===== src/rtl/core/ahdip_pkg.sv =====
// ----------------------------------------------------------------------------
// ahdip_pkg
// shared types and constants of the ascii hex/decimal integer parser
// ----------------------------------------------------------------------------
package ahdip_pkg;

    localparam int CHAR_W  = 8;
    localparam int VALUE_W = 32;
    localparam int STOP_W  = 9;
    localparam int NIB_W   = 4;

    // apb register map
    localparam int APB_DATA_W = 32;
    localparam int APB_ADDR_W = 3;
    localparam logic REG_RADIX_MODE = 1'b0;

    // radix mode codes
    localparam logic RADIX_DEC = 1'b0;
    localparam logic RADIX_HEX = 1'b1;

    // character codes
    localparam logic [CHAR_W-1:0] CH_MINUS   = 8'h2D;
    localparam logic [CHAR_W-1:0] CH_ZERO    = 8'h30;
    localparam logic [CHAR_W-1:0] CH_NINE    = 8'h39;
    localparam logic [CHAR_W-1:0] CH_UPPER_A = 8'h41;
    localparam logic [CHAR_W-1:0] CH_UPPER_F = 8'h46;
    localparam logic [CHAR_W-1:0] CH_UPPER_X = 8'h58;
    localparam logic [CHAR_W-1:0] CH_LOWER_A = 8'h61;
    localparam logic [CHAR_W-1:0] CH_LOWER_F = 8'h66;
    localparam logic [CHAR_W-1:0] CH_LOWER_X = 8'h78;

    // offsets from character code to digit value
    localparam logic [CHAR_W-1:0] OFS_DIGIT = 8'h30;
    localparam logic [CHAR_W-1:0] OFS_UPPER = 8'h37;
    localparam logic [CHAR_W-1:0] OFS_LOWER = 8'h57;

    typedef struct packed {
        logic               found;
        logic [VALUE_W-1:0] value;
        logic [STOP_W-1:0]  stop_index;
    } t_result;

endpackage


===== src/rtl/core/ahdip_stream_if.sv =====
// ----------------------------------------------------------------------------
// ahdip stream interfaces
// valid/ready channels for input characters and parse results
// ----------------------------------------------------------------------------
interface ahdip_char_if import ahdip_pkg::*; ();
    logic              valid;
    logic              ready;
    logic [CHAR_W-1:0] char_byte;
    logic              last_byte;

    modport source (output valid, output char_byte, output last_byte, input ready);
    modport sink   (input valid, input char_byte, input last_byte, output ready);
endinterface

interface ahdip_result_if import ahdip_pkg::*; ();
    logic               valid;
    logic               ready;
    logic               found;
    logic [VALUE_W-1:0] value;
    logic [STOP_W-1:0]  stop_index;

    modport source (output valid, output found, output value, output stop_index,
                    input ready);
    modport sink   (input valid, input found, input value, input stop_index,
                    output ready);
endinterface


===== src/rtl/core/ahdip_apb_regs.sv =====
// ----------------------------------------------------------------------------
// ahdip_apb_regs
// apb register file holding the radix mode
// ----------------------------------------------------------------------------
module ahdip_apb_regs import ahdip_pkg::*; (
    input  logic                  i_clk,
    input  logic                  i_rst_n,
    input  logic                  psel,
    input  logic                  penable,
    input  logic                  pwrite,
    input  logic [APB_ADDR_W-1:0] paddr,
    input  logic [APB_DATA_W-1:0] pwdata,
    output logic [APB_DATA_W-1:0] prdata,
    output logic                  pready,
    output logic                  o_radix_mode
);

    logic r_radix_mode;
    logic wr_en;

    assign pready = 1'b1;
    assign wr_en  = psel && penable && pwrite && (paddr[2] == REG_RADIX_MODE);

    always_ff @(posedge i_clk) begin
        if (!i_rst_n) begin
            r_radix_mode <= RADIX_DEC;
        end else if (wr_en) begin
            r_radix_mode <= pwdata[0];
        end
    end

    always_comb begin
        prdata = '0;
        if (paddr[2] == REG_RADIX_MODE) begin
            prdata[0] = r_radix_mode;
        end
    end

    assign o_radix_mode = r_radix_mode;

endmodule


===== src/rtl/core/ahdip_parse.sv =====
// ----------------------------------------------------------------------------
// ahdip_parse
// parse state and one-character update step
// ----------------------------------------------------------------------------
module ahdip_parse import ahdip_pkg::*; #(
    parameter int MAX_LEN = 256
) (
    input  logic              i_clk,
    input  logic              i_rst_n,
    input  logic              i_step,
    input  logic [CHAR_W-1:0] i_char,
    input  logic              i_last,
    input  logic              i_radix_mode,
    output logic              o_emit,
    output t_result           o_result
);

    localparam int POS_W = (MAX_LEN > 1) ? $clog2(MAX_LEN) : 1;

    logic [VALUE_W-1:0] r_acc,    n_acc;
    logic               r_digit,  n_digit;
    logic               r_neg,    n_neg;
    logic [POS_W-1:0]   r_pos;
    logic               r_finished;

    logic               accepted;
    logic               buf_end;
    logic               is_dec, is_upper, is_lower, is_x;
    logic [CHAR_W-1:0]  diff;
    logic [NIB_W-1:0]   nib;
    logic [VALUE_W-1:0] times_ten;
    logic [VALUE_W-1:0] magnitude;
    logic [POS_W:0]     pos_plus;

    assign is_dec   = (i_char >= CH_ZERO) && (i_char <= CH_NINE);
    assign is_upper = (i_char >= CH_UPPER_A) && (i_char <= CH_UPPER_F);
    assign is_lower = (i_char >= CH_LOWER_A) && (i_char <= CH_LOWER_F);
    assign is_x     = (i_char == CH_UPPER_X) || (i_char == CH_LOWER_X);

    always_comb begin
        priority if (is_upper) begin
            diff = i_char - OFS_UPPER;
        end else if (is_lower) begin
            diff = i_char - OFS_LOWER;
        end else begin
            diff = i_char - OFS_DIGIT;
        end
    end
    assign nib = diff[NIB_W-1:0];

    // acc * 10 as two shifted terms, plus the digit value
    assign times_ten = (r_acc << 3) + (r_acc << 1) + VALUE_W'(nib);

    always_comb begin
        n_acc    = r_acc;
        n_digit  = r_digit;
        n_neg    = r_neg;
        accepted = 1'b1;
        if (i_radix_mode == RADIX_HEX) begin
            priority if (is_dec || is_upper || is_lower) begin
                n_acc   = {r_acc[VALUE_W-NIB_W-1:0], nib};
                n_digit = 1'b1;
            end else if (is_x) begin
                n_acc   = '0;
                n_digit = 1'b0;
            end else begin
                accepted = 1'b0;
            end
        end else begin
            priority if ((i_char == CH_MINUS) && !r_digit) begin
                n_neg = 1'b1;
            end else if (is_dec) begin
                n_acc   = times_ten;
                n_digit = 1'b1;
            end else begin
                accepted = 1'b0;
            end
        end
    end

    assign buf_end  = i_last || (r_pos >= POS_W'(MAX_LEN - 1));
    assign pos_plus = {1'b0, r_pos} + (POS_W + 1)'(1);
    assign o_emit   = i_step && !r_finished && (!accepted || buf_end);

    assign magnitude = n_neg ? (VALUE_W'(0) - n_acc) : n_acc;

    always_comb begin
        o_result.found      = n_digit;
        o_result.value      = n_digit ? magnitude : '0;
        o_result.stop_index = accepted ? STOP_W'(pos_plus) : STOP_W'(r_pos);
    end

    always_ff @(posedge i_clk) begin
        if (!i_rst_n) begin
            r_acc      <= '0;
            r_digit    <= 1'b0;
            r_neg      <= 1'b0;
            r_pos      <= '0;
            r_finished <= 1'b0;
        end else if (i_step) begin
            if (buf_end) begin
                r_acc      <= '0;
                r_digit    <= 1'b0;
                r_neg      <= 1'b0;
                r_pos      <= '0;
                r_finished <= 1'b0;
            end else begin
                r_pos <= pos_plus[POS_W-1:0];
                if (!r_finished) begin
                    r_acc      <= n_acc;
                    r_digit    <= n_digit;
                    r_neg      <= n_neg;
                    r_finished <= !accepted;
                end
            end
        end
    end

endmodule


===== src/rtl/core/ascii_hex_dec_integer_parser_unit.sv =====
// ----------------------------------------------------------------------------
// ascii_hex_dec_integer_parser_unit
// parses a leading hex or decimal integer from a byte stream
// ----------------------------------------------------------------------------
// a result passes the input register and then the result register before it appears on o_res
// throughput: one byte per cycle while o_res.ready is high; the parse state
//   update (shift-add by ten, or a nibble shift in hex mode) is combinational
// a full output register with ready low stalls the input register behind it
// reset: synchronous active-low i_rst_n clears the parse state, radix mode to decimal
// ----------------------------------------------------------------------------
module ascii_hex_dec_integer_parser_unit import ahdip_pkg::*; #(
    parameter int MAX_LEN = 256
) (
    input  logic                  i_clk,
    input  logic                  i_rst_n,
    ahdip_char_if.sink            i_in,
    ahdip_result_if.source        o_res,
    input  logic                  psel,
    input  logic                  penable,
    input  logic                  pwrite,
    input  logic [APB_ADDR_W-1:0] paddr,
    input  logic [APB_DATA_W-1:0] pwdata,
    output logic [APB_DATA_W-1:0] prdata,
    output logic                  pready
);

    // input register
    logic              r_in_valid;
    logic [CHAR_W-1:0] r_in_char;
    logic              r_in_last;

    // result register
    logic              r_out_valid;
    t_result           r_out;

    logic              radix_mode;
    logic              step_fire;
    logic              emit;
    t_result           result;

    // configuration registers
    ahdip_apb_regs u_regs (
        .i_clk        (i_clk),
        .i_rst_n      (i_rst_n),
        .psel         (psel),
        .penable      (penable),
        .pwrite       (pwrite),
        .paddr        (paddr),
        .pwdata       (pwdata),
        .prdata       (prdata),
        .pready       (pready),
        .o_radix_mode (radix_mode)
    );

    // the held byte advances when the result slot is free or being drained
    assign step_fire  = r_in_valid && (!r_out_valid || o_res.ready);
    assign i_in.ready = !r_in_valid || step_fire;

    always_ff @(posedge i_clk) begin
        if (!i_rst_n) begin
            r_in_valid <= 1'b0;
        end else if (i_in.ready) begin
            r_in_valid <= i_in.valid;
        end
    end

    // payload needs no reset
    always_ff @(posedge i_clk) begin
        if (i_in.valid && i_in.ready) begin
            r_in_char <= i_in.char_byte;
            r_in_last <= i_in.last_byte;
        end
    end

    // parse state and per-character update
    ahdip_parse #(
        .MAX_LEN (MAX_LEN)
    ) u_parse (
        .i_clk        (i_clk),
        .i_rst_n      (i_rst_n),
        .i_step       (step_fire),
        .i_char       (r_in_char),
        .i_last       (r_in_last),
        .i_radix_mode (radix_mode),
        .o_emit       (emit),
        .o_result     (result)
    );

    // result slot: loaded on a step that emits, freed when the sink takes it
    always_ff @(posedge i_clk) begin
        if (!i_rst_n) begin
            r_out_valid <= 1'b0;
        end else if (step_fire) begin
            r_out_valid <= emit;
        end else if (o_res.ready) begin
            r_out_valid <= 1'b0;
        end
    end

    always_ff @(posedge i_clk) begin
        if (step_fire && emit) begin
            r_out <= result;
        end
    end

    assign o_res.valid      = r_out_valid;
    assign o_res.found      = r_out.found;
    assign o_res.value      = r_out.value;
    assign o_res.stop_index = r_out.stop_index;

endmodule

===== src/flat_wrapper.sv =====
// flat-port wrapper written by rule: the top's interface ports become plain ports
module ascii_hex_dec_integer_parser_unit_flat import ahdip_pkg::*;
#(
    parameter int MAX_LEN = 256
)
  (i_clk, i_rst_n, psel, penable, pwrite, paddr, pwdata, prdata, pready, i_in_valid, i_in_char_byte, i_in_last_byte, i_in_ready, o_res_valid, o_res_found, o_res_value, o_res_stop_index, o_res_ready);
  ahdip_char_if i_in_i ();
  ahdip_result_if o_res_i ();
  input  logic i_clk;
  input  logic i_rst_n;
  input  logic psel;
  input  logic penable;
  input  logic pwrite;
  input  logic [APB_ADDR_W-1:0] paddr;
  input  logic [APB_DATA_W-1:0] pwdata;
  output logic [APB_DATA_W-1:0] prdata;
  output logic pready;
  input wire logic [$bits(i_in_i.valid)-1:0] i_in_valid;
  input wire logic [$bits(i_in_i.char_byte)-1:0] i_in_char_byte;
  input wire logic [$bits(i_in_i.last_byte)-1:0] i_in_last_byte;
  output wire logic [$bits(i_in_i.ready)-1:0] i_in_ready;
  output wire logic [$bits(o_res_i.valid)-1:0] o_res_valid;
  output wire logic [$bits(o_res_i.found)-1:0] o_res_found;
  output wire logic [$bits(o_res_i.value)-1:0] o_res_value;
  output wire logic [$bits(o_res_i.stop_index)-1:0] o_res_stop_index;
  input wire logic [$bits(o_res_i.ready)-1:0] o_res_ready;
  assign i_in_i.valid = i_in_valid;
  assign i_in_i.char_byte = i_in_char_byte;
  assign i_in_i.last_byte = i_in_last_byte;
  assign i_in_ready = i_in_i.ready;
  assign o_res_valid = o_res_i.valid;
  assign o_res_found = o_res_i.found;
  assign o_res_value = o_res_i.value;
  assign o_res_stop_index = o_res_i.stop_index;
  assign o_res_i.ready = o_res_ready;
  ascii_hex_dec_integer_parser_unit #(.MAX_LEN(MAX_LEN)) u_core (.i_clk(i_clk), .i_rst_n(i_rst_n), .i_in(i_in_i), .o_res(o_res_i), .psel(psel), .penable(penable), .pwrite(pwrite), .paddr(paddr), .pwdata(pwdata), .prdata(prdata), .pready(pready));
endmodule

===== config.mk =====
export PLATFORM = sky130hd
export DESIGN_NAME = ascii_hex_dec_integer_parser_unit_flat
export DESIGN_NICKNAME = d
export VERILOG_FILES = /design/src/rtl/core/ahdip_pkg.sv /design/src/rtl/core/ahdip_stream_if.sv /design/src/rtl/core/ahdip_apb_regs.sv /design/src/rtl/core/ahdip_parse.sv /design/src/rtl/core/ascii_hex_dec_integer_parser_unit.sv /design/src/flat_wrapper.sv
export SDC_FILE = /design/constraint.sdc
export NUM_CORES = 1
export LEC_CHECK = 0
export BUFFER_PORTS_ARGS = -buffer_cell sky130_fd_sc_hd__buf_4
export CORE_MARGIN = 3
export CORE_UTILIZATION = 30
export DETAILED_ROUTE_END_ITERATION = 6
export GPL_TIMING_DRIVEN = 0
export REMOVE_ABC_BUFFERS = 1
export SLEW_MARGIN = 20
export SYNTH_ARGS = -nofsm -noshare
export SYNTH_HDL_FRONTEND = slang
export SYNTH_SLANG_ARGS = --single-unit

===== constraint.sdc =====
create_clock -name i_clk -period 9.1 [get_ports i_clk]
set_clock_uncertainty 0.15 [all_clocks]
set_input_delay 0 -clock i_clk [delete_from_list [all_inputs] [get_ports i_clk]]
set_output_delay 0 -clock i_clk [all_outputs]
set_load 0.05 [all_outputs]

==> flow_summary.json <==
{
  "final_nets": 1096,
  "coreArea_sq_um": 25540,
  "routed_via_density": 5.471,
  "avgSynthCellArea_sq_um": 8.477,
  "hold_ws_ns": 0.1423,
  "tightest_slew_ns": 1.046,
  "ant_nets": 0,
  "synth.most_common_cell": "nand2_1",
  "cp-start-kind": "register",
  "ys_warn_count": 0,
  "clk_latency_ns": 0.36,
  "fin_crit_ns": 7.025,
  "yosysTopAreaCell": "edfxtp_1",
  "instances_no_fill": 1313,
  "synthMuxAreaShare_pct": 1.487,
  "routed_wl_um": 22590,
  "wl_per_cell_um": 17.20,
  "first_pass_iters": 7,
  "grt_usage_pct": 15.50,
  "cts_tree": "done",
  "yosys.area_share.simple_pct": 22.72,
  "drive_above_1_share_pct": 11.39,
  "setup_viol": 0,
  "synth-edff-count": 51,
  "timing.rr.start": "u_core.r_in_char[3]",
  "place_hpwl_um": 16210,
  "status": "completed",
  "netlist_area_sq_um": 7909,
  "maxCapViolCount": 0,
  "slew_viol_final": 0,
  "num_vias": 7184,
  "grt_pass1_wl_um": 35970,
  "synthFlopType": "edfxtp_1",
  "cellLeakagePower_nw": 3.645,
  "cp_cell_sequence": "or4b_4 > a311oi_2 > mux2_2 > ha_1 > ha_1 > fa_1 > a21oi_1 > o2111ai_1 > xor2_1 > a222oi_1 > nand4_1 > or4_1 > or4_1 > mux2_2 > nand2_1",
  "syn_inst": 933,
  "io_pins": 128,
  "synthTopCellsByCount": "nand2_1, nor2_1, ha_1",
  "end_kind": "register",
  "num-fill-cells": 2622,
  "post-route-period-util_pct": 77.19,
  "hold_path.class": "in2out",
  "crit_fanout": 11,
  "critical-path-top-delay-family": "simple AND/OR/NAND/NOR gates",
  "synth-compound-area-share_pct": 22.21,
  "async_flop_share_pct": 0,
  "cp.arrival_ns": 7.10,
  "max-vdd-ir-drop_mv": 0.08256,
  "first_iter_violations": 576,
  "power_mw": 1.020,
  "synth.area.top_cells": "edfxtp_1, dfxtp_1, ha_1",
  "clock_sinks": 97,
  "die_w_um": 168.4,
  "crit_start": "u_core.r_in_char[3]",
  "die-area_sq_um": 28350,
  "synth_xor_area_share_pct": 4.983,
  "die_h_um": 168.4,
  "dp.cells": 1279,
  "power.density_nw_per_um2": 112.2,
  "critPathBufInv": 0,
  "fp-row-count": 58,
  "ctsRootBufferMaster": "clkbuf_16",
  "overflow": 0,
  "diodes": 0,
  "worstHoldStart": "paddr[2]",
  "gp_congestion": 0.9150,
  "hold_violations": 0,
  "worstSetupPathType": "reg2reg",
  "slowest_stage": "or4_1",
  "place_area_sq_um": 8615,
  "finalInstanceArea_sq_um": 9094,
  "cts.clk_slew.worst_paths_ns": 0.07,
  "io_buffers": 62,
  "synth_top_family_by_area": "simple AND/OR/NAND/NOR gates",
  "clockBufferDepth": 2,
  "synth_top_area_share_pct": 19.36,
  "fin_util_pct": 35.60,
  "grt_pass1_vias": 6618,
  "drc": 0,
  "start_util_pct": 30.96,
  "cts_buffers": 9,
  "ys_seq_area_share_pct": 31.01,
  "antenna_found_initial": 0,
  "rsz0062_at_grt": "no",
  "required_ns": 9.17,
  "max_freq_mhz": 142.4,
  "grt_max_degree": 46,
  "max_stage_delay_ns": 0.90,
  "ys_seq_elements": 97,
  "postCtsSetupBuffers": 0,
  "slew_headroom_pct": 30.26,
  "syn_to_final_growth_pct": 14.98,
  "ys_types": 75,
  "synth_adder_area_share_pct": 10.79,
  "h-tree-depth": 3
}
## power breakdown
group          leakage [nW]  switching, mW  internal [mW]
registers             0.848        0.00812          0.472
logic                  2.65          0.114         0.0393
clock network         0.146          0.187          0.199
## area by class of cell
type / count / area, sq um / area share (%)
timing repair buffer: 88 / 744.5 / 8.187
sequential: 97 / 2452 / 26.97
inverter: 22 / 82.58 / 0.9081
multi-input combinational: 760 / 5102 / 56.11
clock inverter: 6 / 60.06 / 0.6604
clock buffer: 10 / 239.0 / 2.628
tap: 330 / 412.9 / 4.540
## timing repair
| item | CTS | global route |
|---|---|---|
| resized for setup | 0 | 0 |
| endpoints found under the hold margin | 53 | 0 |
| hold buffers | 18 | 0 |
## worst reg2reg max path, cell delays in order (launching register included)
cell       delay (ns)
edfxtp_1         0.54
or4b_4           0.57
a311oi_2         0.67
mux2_2           0.43
ha_1             0.19
ha_1             0.23
fa_1             0.44
a21oi_1          0.22
o2111ai_1        0.36
xor2_1           0.25
a222oi_1         0.68
nand4_1          0.34
or4_1            0.90
or4_1            0.58
mux2_2           0.27
nand2_1          0.06
## cells in the final DEF, fill, tap and decap left out, types with 5 or more instances in the layout
| cell | synthesis | routed |
|---|---|---|
| a21o_1 | 10 | 10 |
| a222oi_1 | 8 | 8 |
| ha_1 | 65 | 65 |
| mux2i_1 | 8 | 8 |
| xor2_1 | 21 | 21 |
| a21boi_0 | 6 | 5 |
| nor3_1 | 20 | 20 |
| inv_1 | 22 | 22 |
| o21ai_0 | 56 | 56 |
| edfxtp_1 | 51 | 51 |
| nand3_1 | 29 | 29 |
| a21oi_1 | 51 | 48 |
| nor2b_1 | 26 | 26 |
| nor2_1 | 74 | 74 |
| nand2_1 | 78 | 77 |
| a211oi_1 | 8 | 7 |
| a211o_1 | 9 | 9 |
| and3_1 | 12 | 12 |
| conb_1 | 2 | 32 |
| or3_1 | 13 | 13 |
| a22o_1 | 5 | 5 |
| buf_4 | 33 | 65 |
| o21a_1 | 8 | 8 |
| o31ai_1 | 14 | 14 |
| nand4_1 | 18 | 18 |
| xnor2_1 | 24 | 24 |
| a221o_1 | 5 | 5 |
| a22oi_1 | 22 | 22 |
| dfxtp_1 | 46 | 46 |
| a31oi_1 | 11 | 11 |
| o2111ai_1 | 6 | 6 |
| clkbuf_16 | 0 | 9 |
| o211ai_1 | 7 | 7 |
| nor4_1 | 7 | 6 |
| nand2b_1 | 9 | 9 |
| or2_2 | 6 | 6 |
| dlygate4sd3_1 | 0 | 18 |
| and2_1 | 30 | 30 |
## through the flow
stage	TNS (ns)	worst slack, ns
floorplan	0	3.195
global placement	-11.45	-0.7004
detailed placement	0	2.177
CTS	0	2.121
global route	0	1.660
finish	0	2.075
## routing by layer
layer	share of wire, %	GRT usage, %
met5	0	0
met4	1.5	4.340
met3	5.6	1.831
met2	47	25.42
met1	46	21.59
## final timing paths
kind              cells after the start  slack (ns)                       to
setup / recovery                     15        2.08   u_core.o_res.value[31]
hold / removal                        3        0.14                prdata[0]
setup reg to reg                     15        2.08   u_core.o_res.value[31]
hold reg to reg                       2        0.35  u_core.u_parse.r_pos[1]
## cells by family after synthesis
logic type | count (synthesis)
AO/OA/AOI/OAI | 258
XOR/XNOR | 45
adder cells (fa/ha/maj) | 67
buffers and inverters | 106
flip-flops | 97
multiplexers | 11
other | 2
AND/OR/NAND/NOR | 347
## state kept, by name, indices dropped and copies added, names as in the netlist, 8 cells and up
register	count
u_core.o_res.value	32
u_core.u_parse.r_acc	32
u_core.o_res.stop_index	9
u_core.r_in_char	8
u_core.u_parse.r_pos	8
Power figures use the tool's default switching activity.
